### src/hdl/keypad_code_lock_controller_unit_assert.svh
// assertion macros for the keypad code lock controller
// each check is sampled on clk and switched off while rst_n is low
`ifndef KEYPAD_CODE_LOCK_CONTROLLER_UNIT_ASSERT_SVH
`define KEYPAD_CODE_LOCK_CONTROLLER_UNIT_ASSERT_SVH

`ifndef SYNTH

`define KCL_ASSERT_IMPLY(lbl, ante, cons) \
  lbl: assert property (@(posedge clk) disable iff (!rst_n) (ante) |-> (cons)) \
    else $error("kcl check failed");

`define KCL_ASSERT_NEXT(lbl, ante, cons) \
  lbl: assert property (@(posedge clk) disable iff (!rst_n) (ante) |=> (cons)) \
    else $error("kcl sequence check failed");

`else

`define KCL_ASSERT_IMPLY(lbl, ante, cons)

`define KCL_ASSERT_NEXT(lbl, ante, cons)

`endif

`endif

### src/hdl/kcl_pkg.sv
package kcl_pkg;

  // digits in one code and the widths that follow from it
  localparam int CODE_DIGITS = 4;
  localparam int CODE_W      = 4 * CODE_DIGITS;
  localparam int CNT_W       = $clog2(CODE_DIGITS + 1);

  localparam int MASTER_W = 16;
  localparam int LIMIT_W  = 4;
  localparam int CFG_W    = 16;

  localparam logic [MASTER_W-1:0] MASTER_RESET = 16'hDDDD;
  localparam logic [LIMIT_W-1:0]  LIMIT_RESET  = 4'd3;

  // configuration register indexes
  localparam logic CFG_MASTER_CODE   = 1'b0;
  localparam logic CFG_ATTEMPT_LIMIT = 1'b1;

  // request kinds
  localparam logic REQ_KEY    = 1'b0;
  localparam logic REQ_MOTION = 1'b1;

  // command keys, row*4+column
  localparam logic [3:0] KEY_A = 4'd3;
  localparam logic [3:0] KEY_D = 4'd15;

  typedef enum logic [1:0] {
    MODE_IDLE   = 2'd0,
    MODE_CODE   = 2'd1,
    MODE_MASTER = 2'd2,
    MODE_NEW    = 2'd3
  } mode_t;

  typedef enum logic [2:0] {
    ST_NONE       = 3'd0,
    ST_CODE_OK    = 3'd1,
    ST_CODE_BAD   = 3'd2,
    ST_MASTER_OK  = 3'd3,
    ST_MASTER_BAD = 3'd4,
    ST_STORED     = 3'd5
  } status_t;

  typedef struct packed {
    logic       req_type;
    logic [3:0] key_code;
  } in_item_t;

  typedef struct packed {
    status_t    status;
    logic       open_gate;
    logic       key_beep;
    logic       alarm_on;
    logic [1:0] entry_mode;
    logic [2:0] digits_entered;
    logic [3:0] tries_left;
  } out_item_t;

  typedef struct packed {
    logic [MASTER_W-1:0] master_code;
    logic [LIMIT_W-1:0]  attempt_limit;
  } cfg_t;

endpackage

### src/hdl/keypad_code_lock_controller_unit.sv
// keypad code lock controller
// in_item carries one request: a key press (key_code = row*4+column of the
// 123A/456B/789C/*0#D pad) or a motion event. every request gives exactly one
// out_item with status, gate command, beep and the lock state after it.
// both channels: a request moves on a rising edge with valid high and stall
// low. the cfg port writes master_code (index 0) or attempt_limit (index 1)
// with cfg_we; write only while no request is in flight.
// a request is held in the input register, then the lock state is
// updated and the result is registered; out_valid comes from the result
// register. one request per cycle is sustained while out_stall is low; lock
// state changes with the result register, so back to back keys need no spacing.
// when the receiver stalls, the result register holds; one more request can
// wait in the input register, then in_stall rises until out_stall drops.
// a synchronous reset (rst_n low) empties both registers, goes idle with no
// digits, no stored user code, alarm off, tries 3, master code 0xDDDD and
// attempt limit 3.
`include "keypad_code_lock_controller_unit_assert.svh"

module keypad_code_lock_controller_unit (
  input  logic                      clk,
  input  logic                      rst_n,
  input  logic                      in_valid,
  output logic                      in_stall,
  input  kcl_pkg::in_item_t         in_item,
  output logic                      out_valid,
  input  logic                      out_stall,
  output kcl_pkg::out_item_t        out_item,
  input  logic                      cfg_we,
  input  logic                      cfg_addr,
  input  logic [kcl_pkg::CFG_W-1:0] cfg_wdata
);

  kcl_pkg::cfg_t      cfg;
  kcl_pkg::in_item_t  in_item_r;
  logic               in_valid_r;
  kcl_pkg::out_item_t out_item_r;
  logic               out_valid_r;
  kcl_pkg::out_item_t result;
  logic               advance;
  logic               step_en;

  // result register free or being drained this cycle
  assign advance  = ~out_valid_r | ~out_stall;
  assign step_en  = in_valid_r & advance;
  assign in_stall = in_valid_r & ~advance;

  kcl_cfg_regs u_cfg (
    .clk       (clk),
    .rst_n     (rst_n),
    .cfg_we    (cfg_we),
    .cfg_addr  (cfg_addr),
    .cfg_wdata (cfg_wdata),
    .cfg       (cfg)
  );

  kcl_core u_core (
    .clk     (clk),
    .rst_n   (rst_n),
    .step_en (step_en),
    .item    (in_item_r),
    .cfg     (cfg),
    .result  (result)
  );

  always_ff @(posedge clk) begin
    if (!rst_n) begin
      in_valid_r  <= 1'b0;
      out_valid_r <= 1'b0;
    end else begin
      if (!in_stall) begin
        in_valid_r <= in_valid;
      end
      if (advance) begin
        out_valid_r <= in_valid_r;
      end
    end
  end

  always_ff @(posedge clk) begin
    if (in_valid && !in_stall) begin
      in_item_r <= in_item;
    end
    if (step_en) begin
      out_item_r <= result;
    end
  end

  assign out_valid = out_valid_r;
  assign out_item  = out_item_r;

  `KCL_ASSERT_IMPLY(a_stall_only_when_full, in_stall, in_valid_r && out_valid_r && out_stall)
  `KCL_ASSERT_NEXT(a_request_moves_on, in_valid_r && !out_stall, out_valid_r)
  `KCL_ASSERT_IMPLY(a_grant_clears_alarm,
    out_valid_r && out_item_r.status == kcl_pkg::ST_CODE_OK,
    out_item_r.open_gate && !out_item_r.alarm_on)
  `KCL_ASSERT_IMPLY(a_idle_has_no_digits,
    out_valid_r && out_item_r.entry_mode == kcl_pkg::MODE_IDLE,
    out_item_r.digits_entered == 3'd0)

endmodule

### src/hdl/kcl_cfg_regs.sv
module kcl_cfg_regs (
  input  logic                     clk,
  input  logic                     rst_n,
  input  logic                     cfg_we,
  input  logic                     cfg_addr,
  input  logic [kcl_pkg::CFG_W-1:0] cfg_wdata,
  output kcl_pkg::cfg_t            cfg
);

  logic [kcl_pkg::MASTER_W-1:0] master_code_r;
  logic [kcl_pkg::LIMIT_W-1:0]  attempt_limit_r;

  always_ff @(posedge clk) begin
    if (!rst_n) begin
      master_code_r   <= kcl_pkg::MASTER_RESET;
      attempt_limit_r <= kcl_pkg::LIMIT_RESET;
    end else if (cfg_we) begin
      unique case (cfg_addr)
        kcl_pkg::CFG_MASTER_CODE: begin
          master_code_r <= cfg_wdata[kcl_pkg::MASTER_W-1:0];
        end
        kcl_pkg::CFG_ATTEMPT_LIMIT: begin
          attempt_limit_r <= cfg_wdata[kcl_pkg::LIMIT_W-1:0];
        end
        default: begin
        end
      endcase
    end
  end

  assign cfg.master_code   = master_code_r;
  assign cfg.attempt_limit = attempt_limit_r;

endmodule

### src/hdl/kcl_core.sv
module kcl_core (
  input  logic               clk,
  input  logic               rst_n,
  input  logic               step_en,
  input  kcl_pkg::in_item_t  item,
  input  kcl_pkg::cfg_t      cfg,
  output kcl_pkg::out_item_t result
);

  kcl_pkg::mode_t mode_r, mode_nxt;
  logic [kcl_pkg::CNT_W-1:0]   cnt_r, cnt_nxt;
  logic [kcl_pkg::CODE_W-1:0]  entered_r, entered_nxt;
  logic [kcl_pkg::CODE_W-1:0]  user_code_r, user_code_nxt;
  logic                        user_valid_r, user_valid_nxt;
  logic [kcl_pkg::LIMIT_W-1:0] tries_r, tries_nxt;
  logic                        alarm_r, alarm_nxt;

  logic [kcl_pkg::CODE_W-1:0]  master;
  logic [kcl_pkg::CODE_W-1:0]  ent_shift;
  logic [kcl_pkg::CNT_W-1:0]   cnt_inc;
  logic                        full;
  logic [kcl_pkg::LIMIT_W-1:0] tries_dec;
  logic                        fail_alarm;
  logic                        master_hit;
  logic                        user_hit;
  kcl_pkg::status_t            status;
  logic                        gate;
  logic                        beep;

  assign master     = kcl_pkg::CODE_W'(cfg.master_code);
  // newest key goes into the low nibble, oldest falls off the top
  assign ent_shift  = kcl_pkg::CODE_W'({entered_r, item.key_code});
  assign cnt_inc    = cnt_r + kcl_pkg::CNT_W'(1);
  assign full       = (cnt_inc == kcl_pkg::CNT_W'(kcl_pkg::CODE_DIGITS));
  assign tries_dec  = (tries_r == '0) ? '0 : tries_r - kcl_pkg::LIMIT_W'(1);
  assign fail_alarm = alarm_r | (tries_dec == '0);
  assign master_hit = (ent_shift == master);
  assign user_hit   = user_valid_r && (ent_shift == user_code_r);

  always_ff @(posedge clk) begin
    if (!rst_n) begin
      mode_r       <= kcl_pkg::MODE_IDLE;
      cnt_r        <= '0;
      entered_r    <= '0;
      user_valid_r <= 1'b0;
      tries_r      <= kcl_pkg::LIMIT_RESET;
      alarm_r      <= 1'b0;
    end else begin
      mode_r       <= mode_nxt;
      cnt_r        <= cnt_nxt;
      entered_r    <= entered_nxt;
      user_valid_r <= user_valid_nxt;
      tries_r      <= tries_nxt;
      alarm_r      <= alarm_nxt;
    end
  end

  // stored code is only read once its valid flag is set
  always_ff @(posedge clk) begin
    user_code_r <= user_code_nxt;
  end

  always_comb begin
    mode_nxt       = mode_r;
    cnt_nxt        = cnt_r;
    entered_nxt    = entered_r;
    user_code_nxt  = user_code_r;
    user_valid_nxt = user_valid_r;
    tries_nxt      = tries_r;
    alarm_nxt      = alarm_r;
    status         = kcl_pkg::ST_NONE;
    gate           = 1'b0;
    beep           = 1'b0;
    if (step_en) begin
      if (item.req_type == kcl_pkg::REQ_MOTION) begin
        gate = 1'b1;
      end else begin
        beep = ~alarm_r;
        if (mode_r == kcl_pkg::MODE_NEW) begin
          // every key but D is a digit here
          if (item.key_code != kcl_pkg::KEY_D) begin
            if (full) begin
              user_code_nxt  = ent_shift;
              user_valid_nxt = 1'b1;
              status         = kcl_pkg::ST_STORED;
              mode_nxt       = kcl_pkg::MODE_IDLE;
              cnt_nxt        = '0;
              entered_nxt    = '0;
            end else begin
              entered_nxt = ent_shift;
              cnt_nxt     = cnt_inc;
            end
          end
        end else if (item.key_code == kcl_pkg::KEY_A) begin
          mode_nxt    = kcl_pkg::MODE_CODE;
          cnt_nxt     = '0;
          entered_nxt = '0;
        end else if (item.key_code == kcl_pkg::KEY_D) begin
          mode_nxt    = kcl_pkg::MODE_MASTER;
          cnt_nxt     = '0;
          entered_nxt = '0;
        end else if (mode_r == kcl_pkg::MODE_CODE) begin
          if (full) begin
            if (master_hit || user_hit) begin
              tries_nxt = cfg.attempt_limit;
              alarm_nxt = 1'b0;
              gate      = 1'b1;
              status    = kcl_pkg::ST_CODE_OK;
            end else begin
              tries_nxt = tries_dec;
              alarm_nxt = fail_alarm;
              status    = kcl_pkg::ST_CODE_BAD;
            end
            mode_nxt    = kcl_pkg::MODE_IDLE;
            cnt_nxt     = '0;
            entered_nxt = '0;
          end else begin
            entered_nxt = ent_shift;
            cnt_nxt     = cnt_inc;
          end
        end else if (mode_r == kcl_pkg::MODE_MASTER) begin
          if (full) begin
            if (master_hit) begin
              tries_nxt = cfg.attempt_limit;
              alarm_nxt = 1'b0;
              status    = kcl_pkg::ST_MASTER_OK;
              mode_nxt  = kcl_pkg::MODE_NEW;
            end else begin
              tries_nxt = tries_dec;
              alarm_nxt = fail_alarm;
              status    = kcl_pkg::ST_MASTER_BAD;
              mode_nxt  = kcl_pkg::MODE_IDLE;
            end
            cnt_nxt     = '0;
            entered_nxt = '0;
          end else begin
            entered_nxt = ent_shift;
            cnt_nxt     = cnt_inc;
          end
        end else begin
          // idle: plain digits are dropped
        end
      end
    end
  end

  assign result.status         = status;
  assign result.open_gate      = gate;
  assign result.key_beep       = beep;
  assign result.alarm_on       = alarm_nxt;
  assign result.entry_mode     = mode_nxt;
  assign result.digits_entered = 3'(cnt_nxt);
  assign result.tries_left     = tries_nxt;

endmodule
### config.mk
export PLATFORM = sky130hd
export DESIGN_NAME = keypad_code_lock_controller_unit
export DESIGN_NICKNAME = d
export VERILOG_FILES = /design/src/hdl/kcl_pkg.sv /design/src/hdl/keypad_code_lock_controller_unit.sv /design/src/hdl/kcl_cfg_regs.sv /design/src/hdl/kcl_core.sv
export VERILOG_INCLUDE_DIRS = /design/src /design/src/hdl
export SDC_FILE = /design/constraint.sdc
export NUM_CORES = 1
export LEC_CHECK = 0
export ABC_AREA = 1
export BUFFER_PORTS_ARGS = -buffer_cell sky130_fd_sc_hd__buf_2
export CAP_MARGIN = 30
export CORE_ASPECT_RATIO = 1.25
export CORE_MARGIN = 8
export CORE_UTILIZATION = 50
export DETAILED_ROUTE_END_ITERATION = 8
export PLACE_DENSITY = 0.71
export REMOVE_ABC_BUFFERS = 1
export SLEW_MARGIN = 20
export SYNTH_ARGS = -nofsm -noshare
export SYNTH_HDL_FRONTEND = slang
export SYNTH_SLANG_ARGS = --single-unit
### constraint.sdc
create_clock -name clk -period 3.1 [get_ports clk]
set_clock_uncertainty 0.15 [all_clocks]
set_input_delay 0.155 -clock clk [delete_from_list [all_inputs] [get_ports clk]]
set_output_delay 0.155 -clock clk [all_outputs]
set_load 0.1 [all_outputs]
==> results of run 1 <==
-- routing by layer --
metal  part of all wire, %  up-vias
met5                     0        -
met2                    52       75
li1                      -     1810
met4                   2.3        0
met3                   3.9       20
met1                    41     1605
-- final cells by class --
class	count	area [um^2]	area share, %
well taps	97	121.4	2.490
clock buffers	11	131.4	2.696
repair buffers	71	503.0	10.32
clock inverters	5	63.81	1.309
multi-input cells	345	1779	36.51
inverters	78	292.8	6.008
flip-flops and latches	81	1982	40.67
-- cells in the final DEF (no fill, tap or decap), types with 5 or more instances in the layout --
cell type                       synthesis  final
sky130_fd_sc_hd__nand2_1              165    165
sky130_fd_sc_hd__inv_1                 58     58
sky130_fd_sc_hd__dfxtp_1               45     45
sky130_fd_sc_hd__buf_2                  0     43
sky130_fd_sc_hd__nor2_1                40     39
sky130_fd_sc_hd__edfxtp_1              36     36
sky130_fd_sc_hd__a21oi_1               31     31
sky130_fd_sc_hd__dlygate4sd3_1          0     23
sky130_fd_sc_hd__inv_2                 19     19
sky130_fd_sc_hd__nand3_1               18     18
sky130_fd_sc_hd__o21ai_0               14     14
sky130_fd_sc_hd__o211ai_1              14     14
sky130_fd_sc_hd__a211oi_2              10     10
sky130_fd_sc_hd__clkbuf_8               0      9
sky130_fd_sc_hd__ha_1                   5      5
-- worst min-delay path by stage --
stage	endpoint	slack (ns)	depth (start not counted)
2_1_floorplan	u_core.tries_r[0]$_SDFF_PN1_	0.07	1
3_3_place_gp	in_item_r[4]$_DFFE_PP_	0.18	1
3_5_place_dp	in_item_r[0]$_DFFE_PP_	0.18	1
4_1_cts	u_cfg.master_code_r[3]$_SDFFE_PN1P_	0.03	3
5_1_grt	u_cfg.master_code_r[0]$_SDFFE_PN1P_	0.05	3
6_report	u_cfg.master_code_r[7]$_SDFFE_PN1P_	0.04	3
-- worst register-to-register path: stages (launching register included) --
cell,delay (ns)
sky130_fd_sc_hd__dfxtp_1,0.39
sky130_fd_sc_hd__ha_1,0.18
sky130_fd_sc_hd__or2_1,0.16
sky130_fd_sc_hd__nand3_4,0.15
sky130_fd_sc_hd__inv_1,0.33
sky130_fd_sc_hd__nand2_1,0.13
sky130_fd_sc_hd__nor2_1,0.15
sky130_fd_sc_hd__inv_1,0.10
sky130_fd_sc_hd__nor2_1,0.12
sky130_fd_sc_hd__buf_4,0.28
-- sequential cells by signal (all words and copies together), names as in the netlist --
| signal | cells |
|---|---|
| in_valid_r | 1 |
| u_core.entered_r | 12 |
| u_core.alarm_r | 1 |
| out_item | 15 |
| in_item_r | 5 |
| u_core.cnt_r | 3 |
| u_core.mode_r | 2 |
| u_cfg.attempt_limit_r | 4 |
| u_core.user_code_r | 16 |
| u_core.tries_r | 4 |
| out_valid | 1 |
| u_cfg.master_code_r | 16 |
| u_core.user_valid_r | 1 |
-- metrics by stage --
step	power [mW]	setup TNS [ns]	instance area, um^2	instances	utilization (%)
finish	2.212	0	4873	688	60.15
global route	2.297	0	4873	688	60.15
CTS	2.228	0	4873	688	60.15
detailed placement	1.438	0	4448	649	54.90
global placement	1.428	0	4420	648	54.56
floorplan	1.363	-0.5823	4051	504	-
-- report_power, final --
part | switching (mW) | internal (mW)
Combinational | 0.173 | 0.0877
Sequential | 0.0274 | 1.15
Clock | 0.397 | 0.379
Total | 0.597 | 1.61
-- repair_timing --
action	in CTS	in global routing
endpoints found under the hold margin	27	0
endpoints found under the setup margin	0	0
hold buffers	23	0
-- logic make-up after synthesis --
group	Yosys count	synth area share [%]
AND/OR/NAND/NOR	250	26.66
buffers and inverters	89	8.693
AO/OA/AOI/OAI	87	14.35
flip-flops	81	48.15
adder cells (fa/ha/maj)	5	1.520
XOR/XNOR	3	0.6384
==> metrics.yaml, run 1 <==
outcome:
  status: "complete, no violations"
sta:
  fin_crit_sh_pct: 79.68
  timing.hold.ws_ns: 0.03804
  rsz0062_at_grt: "no"
  setup_violating_endpoint_count_in_the_final_report: 0
  timing.final.hold_violations: 0
  slew_headroom_pct: 57.59
  final_critical_path_required_period_ns: 2.470
  tightest_slew_ns: 0.6361
  timing.fmax_mhz: 404.9
  post-route-worst-setup-slack_ns: 0.6300
  slew_viol_final: 0
die:
  placement_rows: 37
  dieHeight_um: 117.4
  dieArea_um2: 11410
  pin_count: 44
  core_region_area_um2: 8102
  start_util_pct: 50.81
  chipWidth_um: 97.16
setup_path:
  crit_path_max_delay_family: "buffers and inverters"
  path_cells: "ha_1 > or2_1 > nand3_4 > inv_1 > nand2_1 > nor2_1 > inv_1 > nor2_1 > buf_4"
  crit_type: "register to register"
  critical_path.slowest_cell: "sky130_fd_sc_hd__dfxtp_1"
  cp.depth: 9
  cp_max_fo: 17
  worstRegToRegCells: 9
  worstSetupEndpoint: "u_core.user_code_r[6]$_DFFE_PP_"
  worstPathArrival_ns: 2.36
  crit_path_start: "u_core.cnt_r[0]$_SDFF_PN0_"
  timing.critical_path.to_type: "register"
  regToRegSetupSlack_ns: 0.63
  cp.required_ns: 2.99
  crit_path_max_incr_delay_ns: 0.39
  worst_setup_path_start_kind: "register"
  worstPathBufferInverterCount: 3
  regToRegEndpoint: "u_core.user_code_r[6]$_DFFE_PP_"
  worstReg2RegStart: "u_core.cnt_r[0]$_SDFF_PN0_"
global_route:
  global_route_usage_over_all_layers_pct: 17.54
  grt_overflow: 0
  grt_first_pass_wirelength_mm: 16.57
  busiest_layer: "met2"
  global_route.usage.met1_pct: 19.27
  grt_max_degree: 25
  met2_usage_pct: 31.30
  grt.met3_usage_pct: 3.758
  first_global_vias: 3581
  antenna_found_initial: 0
placed_design:
  numPortBuffers: 43
  finalWeightedCongestion: 0.8645
  detailedPlace.worstSlack_ns: 0.6805
  dpl_hpwl_mm: 7.217
clock_tree:
  cts.root.buffer_cell: "sky130_fd_sc_hd__clkbuf_8"
  post_cts.resized_instances: 0
  cts_inserted_buffers: 9
  tritoncts_num_sinks: 81
  htree_levels: 3
  cts_buffer_depth: 2
  tritoncts: "yes"
  clkTransAtPathRegs_ns: 0.09
  cts_post_setup_buffers_inserted: 0
  worst_skew_pair.late_latency_ns: 0.35
yosys:
  syn_inst: 515
  synth-warning-count: 0
  synth_seq_cells: 81
  synth_top_flop_cell: "sky130_fd_sc_hd__dfxtp_1"
  synth_most_common_cell: "sky130_fd_sc_hd__nand2_1"
  synth_sequential_area_ratio_pct: 48.15
  yosys-top-cells-area: "sky130_fd_sc_hd__edfxtp_1, sky130_fd_sc_hd__dfxtp_1, sky130_fd_sc_hd__nand2_1, sky130_fd_sc_hd__inv_1, sky130_fd_sc_hd__a21oi_1"
  synth_cell_type_count: 40
  synthTopCellsByCount: "sky130_fd_sc_hd__nand2_1, sky130_fd_sc_hd__inv_1, sky130_fd_sc_hd__dfxtp_1"
  ys_async_sr_fraction_pct: 0
  synth_top_cell_by_area: "sky130_fd_sc_hd__edfxtp_1"
  post-synth-top-area-fraction_pct: 26.26
  edff_count_synth: 36
  syn_avg_cell_area_um2: 7.993
  netlist_area_um2: 4116
detailed_routing:
  detail_route.drc_violations: 0
  routed_wire_length_per_instance_um: 14.42
  routed_wl_mm: 9.920
  antenna_left: 0
  routed-via-count: 3510
  vias_per_cell: 5.102
  dr.first_iter.drc_count: 147
  drt_pass1_iterations: 4
power:
  power_leakage_nw: 2.242
  power_density_nw_per_um2: 453.9
  ir_drop_v: 0.0002457
cells_and_area:
  fillCellCount: 716
  layout.nets: 618
  synthToLayoutAreaGrowth_pct: 18.39
  insertedDiodeCount: 0
  post_route_cells_drive_above_1_share_pct: 19.63
hold_path:
  min-delay-path-class: "primary input to register"
  min-delay-start: "cfg_addr"
run:
  drv.max_cap_violation_count: 0
Note: power is estimated with default switching activity, not from simulation.
==> run 2, diff against run 1 <==
--- a/config.mk
+++ b/config.mk
@@ -6,7 +6,7 @@
 export SDC_FILE = /design/constraint.sdc
 export NUM_CORES = 1
 export LEC_CHECK = 0
-export ABC_AREA = 1
+export ABC_AREA = 0
 export BUFFER_PORTS_ARGS = -buffer_cell sky130_fd_sc_hd__buf_2
 export CAP_MARGIN = 30
 export CORE_ASPECT_RATIO = 1.25
==> constraint.sdc (replaced) <==
create_clock -name clk -period 2.54 [get_ports clk]
set_clock_uncertainty 0.15 [all_clocks]
set_input_delay 0.127 -clock clk [delete_from_list [all_inputs] [get_ports clk]]
set_output_delay 0.127 -clock clk [all_outputs]
set_load 0.1 [all_outputs]
==> run 2 against run 1 <==
  * Sequential share of layout area increased by 1.8 points
  * Core utilization increased by 0.73 points
  * Global-route usage increased by 0.20 points
  * Clock power increased by 20%
  * Critical path depth decreased by 3
  * Non-clock buffer count increased by 12
  * Fmax increased by 5.7%
  * Combinational power increased by 3%
  * Worst hold slack improved by 0.29 ns
  * Cell count decreased by 18%
  * Largest cell class unchanged
  * Largest power group unchanged
==> metrics.yaml, run 2 <==
placed_design:
  numPortBuffers: 43  # unchanged
  placed_area_um2: 4185  # -5.9%
  dpl_hpwl_mm: 6.549  # -9.3%
  finalWeightedCongestion: 0.9229  # +6.8%
  dpl.cell_count: 517  # -20%
detailed_routing:
  vias_per_cell: 5.565  # +9.1%
  routed_wl_mm: 9.090  # -8.4%
  routed-via-count: 3122  # -11%
  antenna_left: 0  # unchanged
  routed_wire_length_per_instance_um: 16.20  # +12%
  dr.first_iter.drc_count: 180  # +22%
  detail_route.drc_violations: 0  # unchanged
  drt_pass1_iterations: 4  # unchanged
power:
  part_of_the_power_in_combinational_logic_pct: 10.2  # -1.6 points
  netSwitchingFraction_pct: 26.92  # -0.086 points
  ir_drop_v: 0.0004264  # +74%
  internal_power_mw: 1.916  # +19%
  power.switching_mw: 0.7060  # +18%
  power_density_nw_per_um2: 562.5  # +24%
  power_share_of_the_sequential_group_pct: 54.4  # +1.3 points
  clock_power_share_pct: 35.4  # +0.3 points
  power_leakage_nw: 1.780  # -21%
run:
  drv.max_cap_violation_count: 0  # unchanged
yosys:
  syn_avg_cell_area_um2: 9.955  # +25%
  netlist_area_um2: 3852  # -6.4%
  synth_top_cell_by_area: "sky130_fd_sc_hd__edfxtp_1"
  synth_sequential_area_ratio_pct: 51.45  # +3.3 points
  synth_top_flop_cell: "sky130_fd_sc_hd__dfxtp_1"
  synth_seq_cells: 81  # unchanged
  synth-warning-count: 0  # unchanged
  syn_inst: 387  # -25%
  synth_most_common_cell: "sky130_fd_sc_hd__nand2_1"
  synthTopCellsByCount: "sky130_fd_sc_hd__nand2_1, sky130_fd_sc_hd__dfxtp_1, sky130_fd_sc_hd__nand3_1"
  edff_count_synth: 36  # unchanged
  synth_cell_type_count: 56  # +40%
  post-synth-top-area-fraction_pct: 28.06  # +1.8 points
  yosys-top-cells-area: "sky130_fd_sc_hd__edfxtp_1, sky130_fd_sc_hd__dfxtp_1, sky130_fd_sc_hd__nand2_1, sky130_fd_sc_hd__xnor2_1, sky130_fd_sc_hd__nand3_1"
  ys_async_sr_fraction_pct: 0  # unchanged
sta:
  final_critical_path_required_period_ns: 2.336  # -0.1338 ns
  timing.final.hold_violations: 0  # unchanged
  setup_violating_endpoint_count_in_the_final_report: 0  # unchanged
  timing.fmax_mhz: 428.1  # +5.7%
  slew_headroom_pct: 60.73  # +3.1 points
  slew_viol_final: 0  # unchanged
  rsz0062_at_grt: "no"
  tightest_slew_ns: 0.5890  # -0.04714 ns
  tns_ns: 0  # unchanged
  fin_crit_sh_pct: 91.98  # +12 points
cells_and_area:
  mostFrequentLayoutCell: "sky130_fd_sc_hd__nand2_1"
  fillCellCount: 657  # -8.2%
  layout.nets: 493  # -20%
  insertedDiodeCount: 0  # unchanged
  synthToLayoutAreaGrowth_pct: 21.01
  post_route_cells_drive_above_1_share_pct: 20.17  # +0.54 points
  most-common-layout-cells: "sky130_fd_sc_hd__nand2_1, sky130_fd_sc_hd__dfxtp_1, sky130_fd_sc_hd__buf_2"
  final_design_area_no_fill_um2: 4662  # -4.3%
  post_layout_nonfiller_instances: 561  # -18%
die:
  placement_rows: 36  # -2.7%
  dieHeight_um: 114.1  # -2.8%
  pin_count: 44  # unchanged
  chipWidth_um: 94.51  # -2.7%
  dieArea_um2: 10790  # -5.5%
  core_region_area_um2: 7657  # -5.5%
  start_util_pct: 50.31  # -0.50 points
hold_path:
  hold-path-cell-count: 2  # -1
  min-delay-path-class: "primary input to register"
setup_path:
  cp_max_fo: 7  # -10
  timing.critical_path.to_type: "register"
  worstRegToRegCells: 6  # -3
  worstPathArrival_ns: 2.30  # -0.06 ns
  crit_type: "register to register"
  worst_setup_path_start_kind: "register"
  cp.required_ns: 2.51  # -0.48 ns
global_route:
  grt_first_pass_wirelength_mm: 14.90  # -10%
  antenna_found_initial: 0  # unchanged
  first_global_vias: 3062  # -14%
  global_route_usage_over_all_layers_pct: 17.74  # +0.20 points
  grt_overflow: 0  # unchanged
  grt_max_degree: 21  # -16%
outcome:
  status: "complete, no violations"
clock_tree:
  post_cts.resized_instances: 0  # unchanged
  worst_skew_pair.late_latency_ns: 0.37  # +0.02 ns
  htree_levels: 3  # unchanged
  cts_buffer_depth: 2  # unchanged
  clkTransAtPathRegs_ns: 0.09  # about the same
  cts_inserted_buffers: 9  # unchanged
  tritoncts: "yes"
  cts_post_setup_buffers_inserted: 0  # unchanged
  tritoncts_num_sinks: 81  # unchanged
  cts.root.buffer_cell: "sky130_fd_sc_hd__clkbuf_8"
==> run 2: stage by stage <==
step	setup slack, ns	total power, mW	hold WS, ns	utilization [%]
after floorplan	-0.4653	1.610	0.04883	-
after global placement	0.2856	1.686	0.1668	54.66
after detailed placement	0.2305	1.691	0.1673	54.66
after CTS	0.2089	2.638	0.3117	60.88
after global routing	0.06120	2.715	0.3464	60.88
final	0.2038	2.622	0.3256	60.88
==> run 2: final timing paths <==
kind,start,to,slack [ns]
min reg2reg,u_cfg.master_code_r[13]$_SDFFE_PN0P_,u_cfg.master_code_r[13]$_SDFFE_PN0P_,0.33
max reg2reg,in_item_r[1]$_DFFE_PP_,out_item[9]$_DFFE_PP_,0.20
max,in_item_r[1]$_DFFE_PP_,out_item[9]$_DFFE_PP_,0.20
min,in_item[1],in_item_r[1]$_DFFE_PP_,0.33
==> run 2: cell families after synthesis <==
| kind of cell | share of synthesized area, % |
|---|---|
| xor gates and xnor gates | 8.314 |
| and+or+nand+nor | 21.79 |
| buffers and inverters | 3.378 |
| AOI/OAI and AO/OA | 13.19 |
| DFF | 51.45 |
| adders and majority gates | 1.624 |
| muxes | 0.2598 |
==> run 2: what timing repair did <==
action,CTS,global route
endpoints found under the hold margin,29,0
hold buffers,28,0
endpoints found under the setup margin,0,0
==> run 2: power groups by stage <==
| stage | Combinational [mW] | Clock, mW | Sequential [mW] |
|---|---|---|---|
| 4_1_cts | 0.268 | 0.944 | 1.43 |
| 3_3_place_gp | 0.232 | 0 | 1.45 |
| 3_5_place_dp | 0.235 | 0 | 1.46 |
| 5_1_grt | 0.291 | 0.993 | 1.43 |
| 6_report | 0.268 | 0.928 | 1.43 |
| 2_1_floorplan | 0.0984 | 0 | 1.51 |
==> run 2: routing by layer <==
metal | up-vias | track usage [%] | part of all wire (%)
met3 | 22 | 3.937 | 4.8
met2 | 83 | 30.90 | 52
met1 | 1491 | 19.09 | 40
met5 | - | 0 | 0
met4 | 0 | 10.23 | 3.3
li1 | 1526 | - | -
==> run 2: cell type report <==
type / instances / area, um^2 / share of cell area (%)
clock inverter: 6 / 47.55 / 1.020
clock buffer: 10 / 148.9 / 3.194
multi-input combinational: 279 / 1740 / 37.33
sequential: 81 / 1982 / 42.51
tap: 95 / 118.9 / 2.550
timing repair buffer: 83 / 598.1 / 12.83
inverter: 7 / 26.28 / 0.5636
==> run 2: worst max-delay path, stage by stage (launching register included) <==
cell                       delay [ns]
sky130_fd_sc_hd__edfxtp_1        0.53
sky130_fd_sc_hd__xnor2_1         0.21
sky130_fd_sc_hd__nand4_1         0.19
sky130_fd_sc_hd__nor4_4          0.42
sky130_fd_sc_hd__a21oi_2         0.18
sky130_fd_sc_hd__a211oi_1        0.31
sky130_fd_sc_hd__nor2_1          0.09
==> run 3, diff against run 2 <==
--- a/config.mk
+++ b/config.mk
@@ -9,11 +9,10 @@
 export ABC_AREA = 0
 export BUFFER_PORTS_ARGS = -buffer_cell sky130_fd_sc_hd__buf_2
 export CAP_MARGIN = 30
-export CORE_ASPECT_RATIO = 1.25
 export CORE_MARGIN = 8
-export CORE_UTILIZATION = 50
+export CORE_UTILIZATION = 58
 export DETAILED_ROUTE_END_ITERATION = 8
-export PLACE_DENSITY = 0.71
+export PLACE_DENSITY = 0.8
 export REMOVE_ABC_BUFFERS = 1
 export SLEW_MARGIN = 20
 export SYNTH_ARGS = -nofsm -noshare
==> run 3 against run 2 <==
  * Worst setup slack got worse by 0.036 ns
  * Critical path type unchanged
  * Sequential cell count unchanged
  * Highest routed layer unchanged
  * Critical path depth increased by 2
  * Combinational power about the same
==> metrics.yaml, run 3 (synthesis gave the netlist of run 2 again) <==
die:
  placement_rows: 29  # -19%
  dieHeight_um: 97.50  # -15%
  chipWidth_um: 97.50  # +3.2%
  start_util_pct: 60.33  # +10 points
  core_region_area_um2: 6386  # -17%
  pin_count: 44  # unchanged
  dieArea_um2: 9506  # -12%
sta:
  rsz0062_at_grt: "no"
  fin_crit_sh_pct: 93.40  # +1.4 points
  setup_violating_endpoint_count_in_the_final_report: 0  # unchanged
  slew_headroom_pct: 60.59  # -0.15 points
  slew_viol_final: 0  # unchanged
  timing.fmax_mhz: 421.5  # -1.5%
  timing.final.hold_violations: 0  # unchanged
  tightest_slew_ns: 0.5912  # +0.002217 ns
  final_critical_path_required_period_ns: 2.372  # +0.03615 ns
setup_path:
  cp_max_fo: 7  # unchanged
  worstRegToRegCells: 8  # +2
  regToRegSetupSlack_ns: 0.17  # -0.04 ns
  cp.depth: 8  # +2
  worstPathArrival_ns: 2.33  # +0.03 ns
  path_cells: "ha_1 > xor2_1 > and2_1 > buf_4 > nand2_1 > a21o_1 > o22ai_2 > a21oi_1"
  crit_path_max_incr_delay_ns: 0.39  # -0.14 ns
  worstPathBufferInverterCount: 1  # +1
  timing.critical_path.to_type: "register"
  worst_setup_path_start_kind: "register"
  regToRegEndpoint: "out_item[2]$_DFFE_PP_"
  crit_path_max_delay_family: "compound AO/OA/AOI/OAI gates"
  critical_path.slowest_cell: "sky130_fd_sc_hd__dfxtp_1"
  cp.required_ns: 2.50  # about the same
  worstReg2RegStart: "u_core.cnt_r[0]$_SDFF_PN0_"
  crit_type: "register to register"
clock_tree:
  cts_post_setup_buffers_inserted: 0  # unchanged
  cts_inserted_buffers: 9  # unchanged
  cts.root.buffer_cell: "sky130_fd_sc_hd__clkbuf_8"
  tritoncts_num_sinks: 81  # unchanged
  clkTransAtPathRegs_ns: 0.09  # about the same
  cts_hold_buffers: 26  # -7.1%
  worst_skew_pair.late_latency_ns: 0.36  # about the same
  tritoncts: "yes"
  post_cts.resized_instances: 0  # unchanged
  htree_levels: 3  # unchanged
  cts_buffer_depth: 2  # unchanged
power:
  ir_drop_v: 0.0004857  # +14%
  power_density_nw_per_um2: 576.1  # +2.4%
  power_leakage_nw: 1.792  # +0.70%
hold_path:
  min-delay-start: "rst_n"
  timing.hold.worst_endpoint: "u_cfg.master_code_r[4]$_SDFFE_PN1P_"
  hold-path-cell-count: 3  # +1
  min-delay-path-class: "primary input to register"
cells_and_area:
  fillCellCount: 467  # -29%
  post_route_cells_drive_above_1_share_pct: 20.39  # +0.21 points
  mostFrequentLayoutCell: "sky130_fd_sc_hd__nand2_1"
  synthToLayoutAreaGrowth_pct: 20.85
  final_design_area_no_fill_um2: 4656  # -0.13%
  post-route-util_pct: 72.90  # +12 points
  layout.nets: 493  # unchanged
  insertedDiodeCount: 0  # unchanged
  most-common-layout-cells: "sky130_fd_sc_hd__nand2_1, sky130_fd_sc_hd__dfxtp_1, sky130_fd_sc_hd__buf_2"
global_route:
  global_route_usage_over_all_layers_pct: 19.44  # +1.7 points
  grt_first_pass_wirelength_mm: 15.28  # +2.5%
  grt_overflow: 0  # unchanged
  antenna_found_initial: 0  # unchanged
  first_global_vias: 3126  # +2.1%
  grt_max_degree: 27  # +29%
detailed_routing:
  routed_wl_mm: 9.173  # +0.91%
  antenna_left: 0  # unchanged
  detail_route.drc_violations: 0  # unchanged
  routed_wire_length_per_instance_um: 16.89  # +4.3%
  dr.first_iter.drc_count: 218  # +21%
  vias_per_cell: 5.845  # +5.0%
  routed-via-count: 3174  # +1.7%
  drt_pass1_iterations: 5  # +1
placed_design:
  finalWeightedCongestion: 0.9110  # -1.3%
  dpl_hpwl_mm: 6.189  # -5.5%
  placed_area_um2: 4178  # -0.18%
  numPortBuffers: 43  # unchanged
run:
  drv.max_cap_violation_count: 0  # unchanged
outcome:
  status: "complete, no violations"
-- run 3: cell count changes in the layout (fill, tap and decap cells not counted), sizes merged --
| cell | before | now |
|---|---|---|
| buf | 55 | 57 |
| clkbuf | 10 | 13 |
| clkinv | 4 | 2 |
| dlygate4sd3 | 28 | 26 |
| inv | 9 | 8 |
-- run 3: per-layer routing --
layer	routed length (um)	up-vias	global-route usage, %
met4	161	0	6.061
met2	4488	117	32.95
met5	0	-	0
met3	634	18	6.046
met1	3888	1509	22.76
li1	-	1530	-
-- run 3: worst max-delay path by stage --
stage / from / endpoint
2_1_floorplan: out_valid$_SDFFE_PN0N_ / u_core.user_code_r[0]$_DFFE_PP_
3_3_place_gp: in_item_r[3]$_DFFE_PP_ / out_item[9]$_DFFE_PP_
3_5_place_dp: in_item_r[3]$_DFFE_PP_ / out_item[9]$_DFFE_PP_
4_1_cts: in_item_r[3]$_DFFE_PP_ / out_item[9]$_DFFE_PP_
5_1_grt: in_item_r[0]$_DFFE_PP_ / out_item[9]$_DFFE_PP_
6_report: u_core.cnt_r[0]$_SDFF_PN0_ / out_item[2]$_DFFE_PP_
-- run 3: worst reg2reg max path, cell delays in order, from the launching register on --
cell and delay (ns):
sky130_fd_sc_hd__dfxtp_1 0.39, sky130_fd_sc_hd__ha_1 0.22, sky130_fd_sc_hd__xor2_1 0.30, sky130_fd_sc_hd__and2_1 0.36, sky130_fd_sc_hd__buf_4 0.20, sky130_fd_sc_hd__nand2_1 0.06, sky130_fd_sc_hd__a21o_1 0.19, sky130_fd_sc_hd__o22ai_2 0.19
sky130_fd_sc_hd__a21oi_1 0.09
-- run 3: per-stage QoR --
stage          std cells  setup WS (ns)  total power [mW]  hold slack, ns  TNS (ns)
2_1_floorplan        367        -0.4653             1.610         0.04883    -11.79
3_3_place_gp         501         0.2572             1.683          0.1547         0
3_5_place_dp         501         0.1786             1.689          0.1552         0
4_1_cts              543         0.1773             2.692         0.03236         0
5_1_grt              543       0.004051             2.766         0.04712         0
6_report             543         0.1677             2.682         0.04059         0
-- run 3: final cells by class --
class                           count  area [um^2]  area share [%]
Clock buffer                       13        191.4           4.112
Clock inverter                      3        26.28          0.5644
Inverter                            7        26.28          0.5644
Multi-Input combinational cell    279         1740           37.38
Sequential cell                    81         1982           42.57
Tap cell                           77        96.34           2.069
Timing Repair Buffer               83        593.1           12.74
-- run 3: report_power, final --
group          internal (mW)  leakage (nW)  switching [mW]
sequential              1.39         0.692          0.0326
clock                  0.511         0.112           0.477
combinational          0.101         0.988           0.170
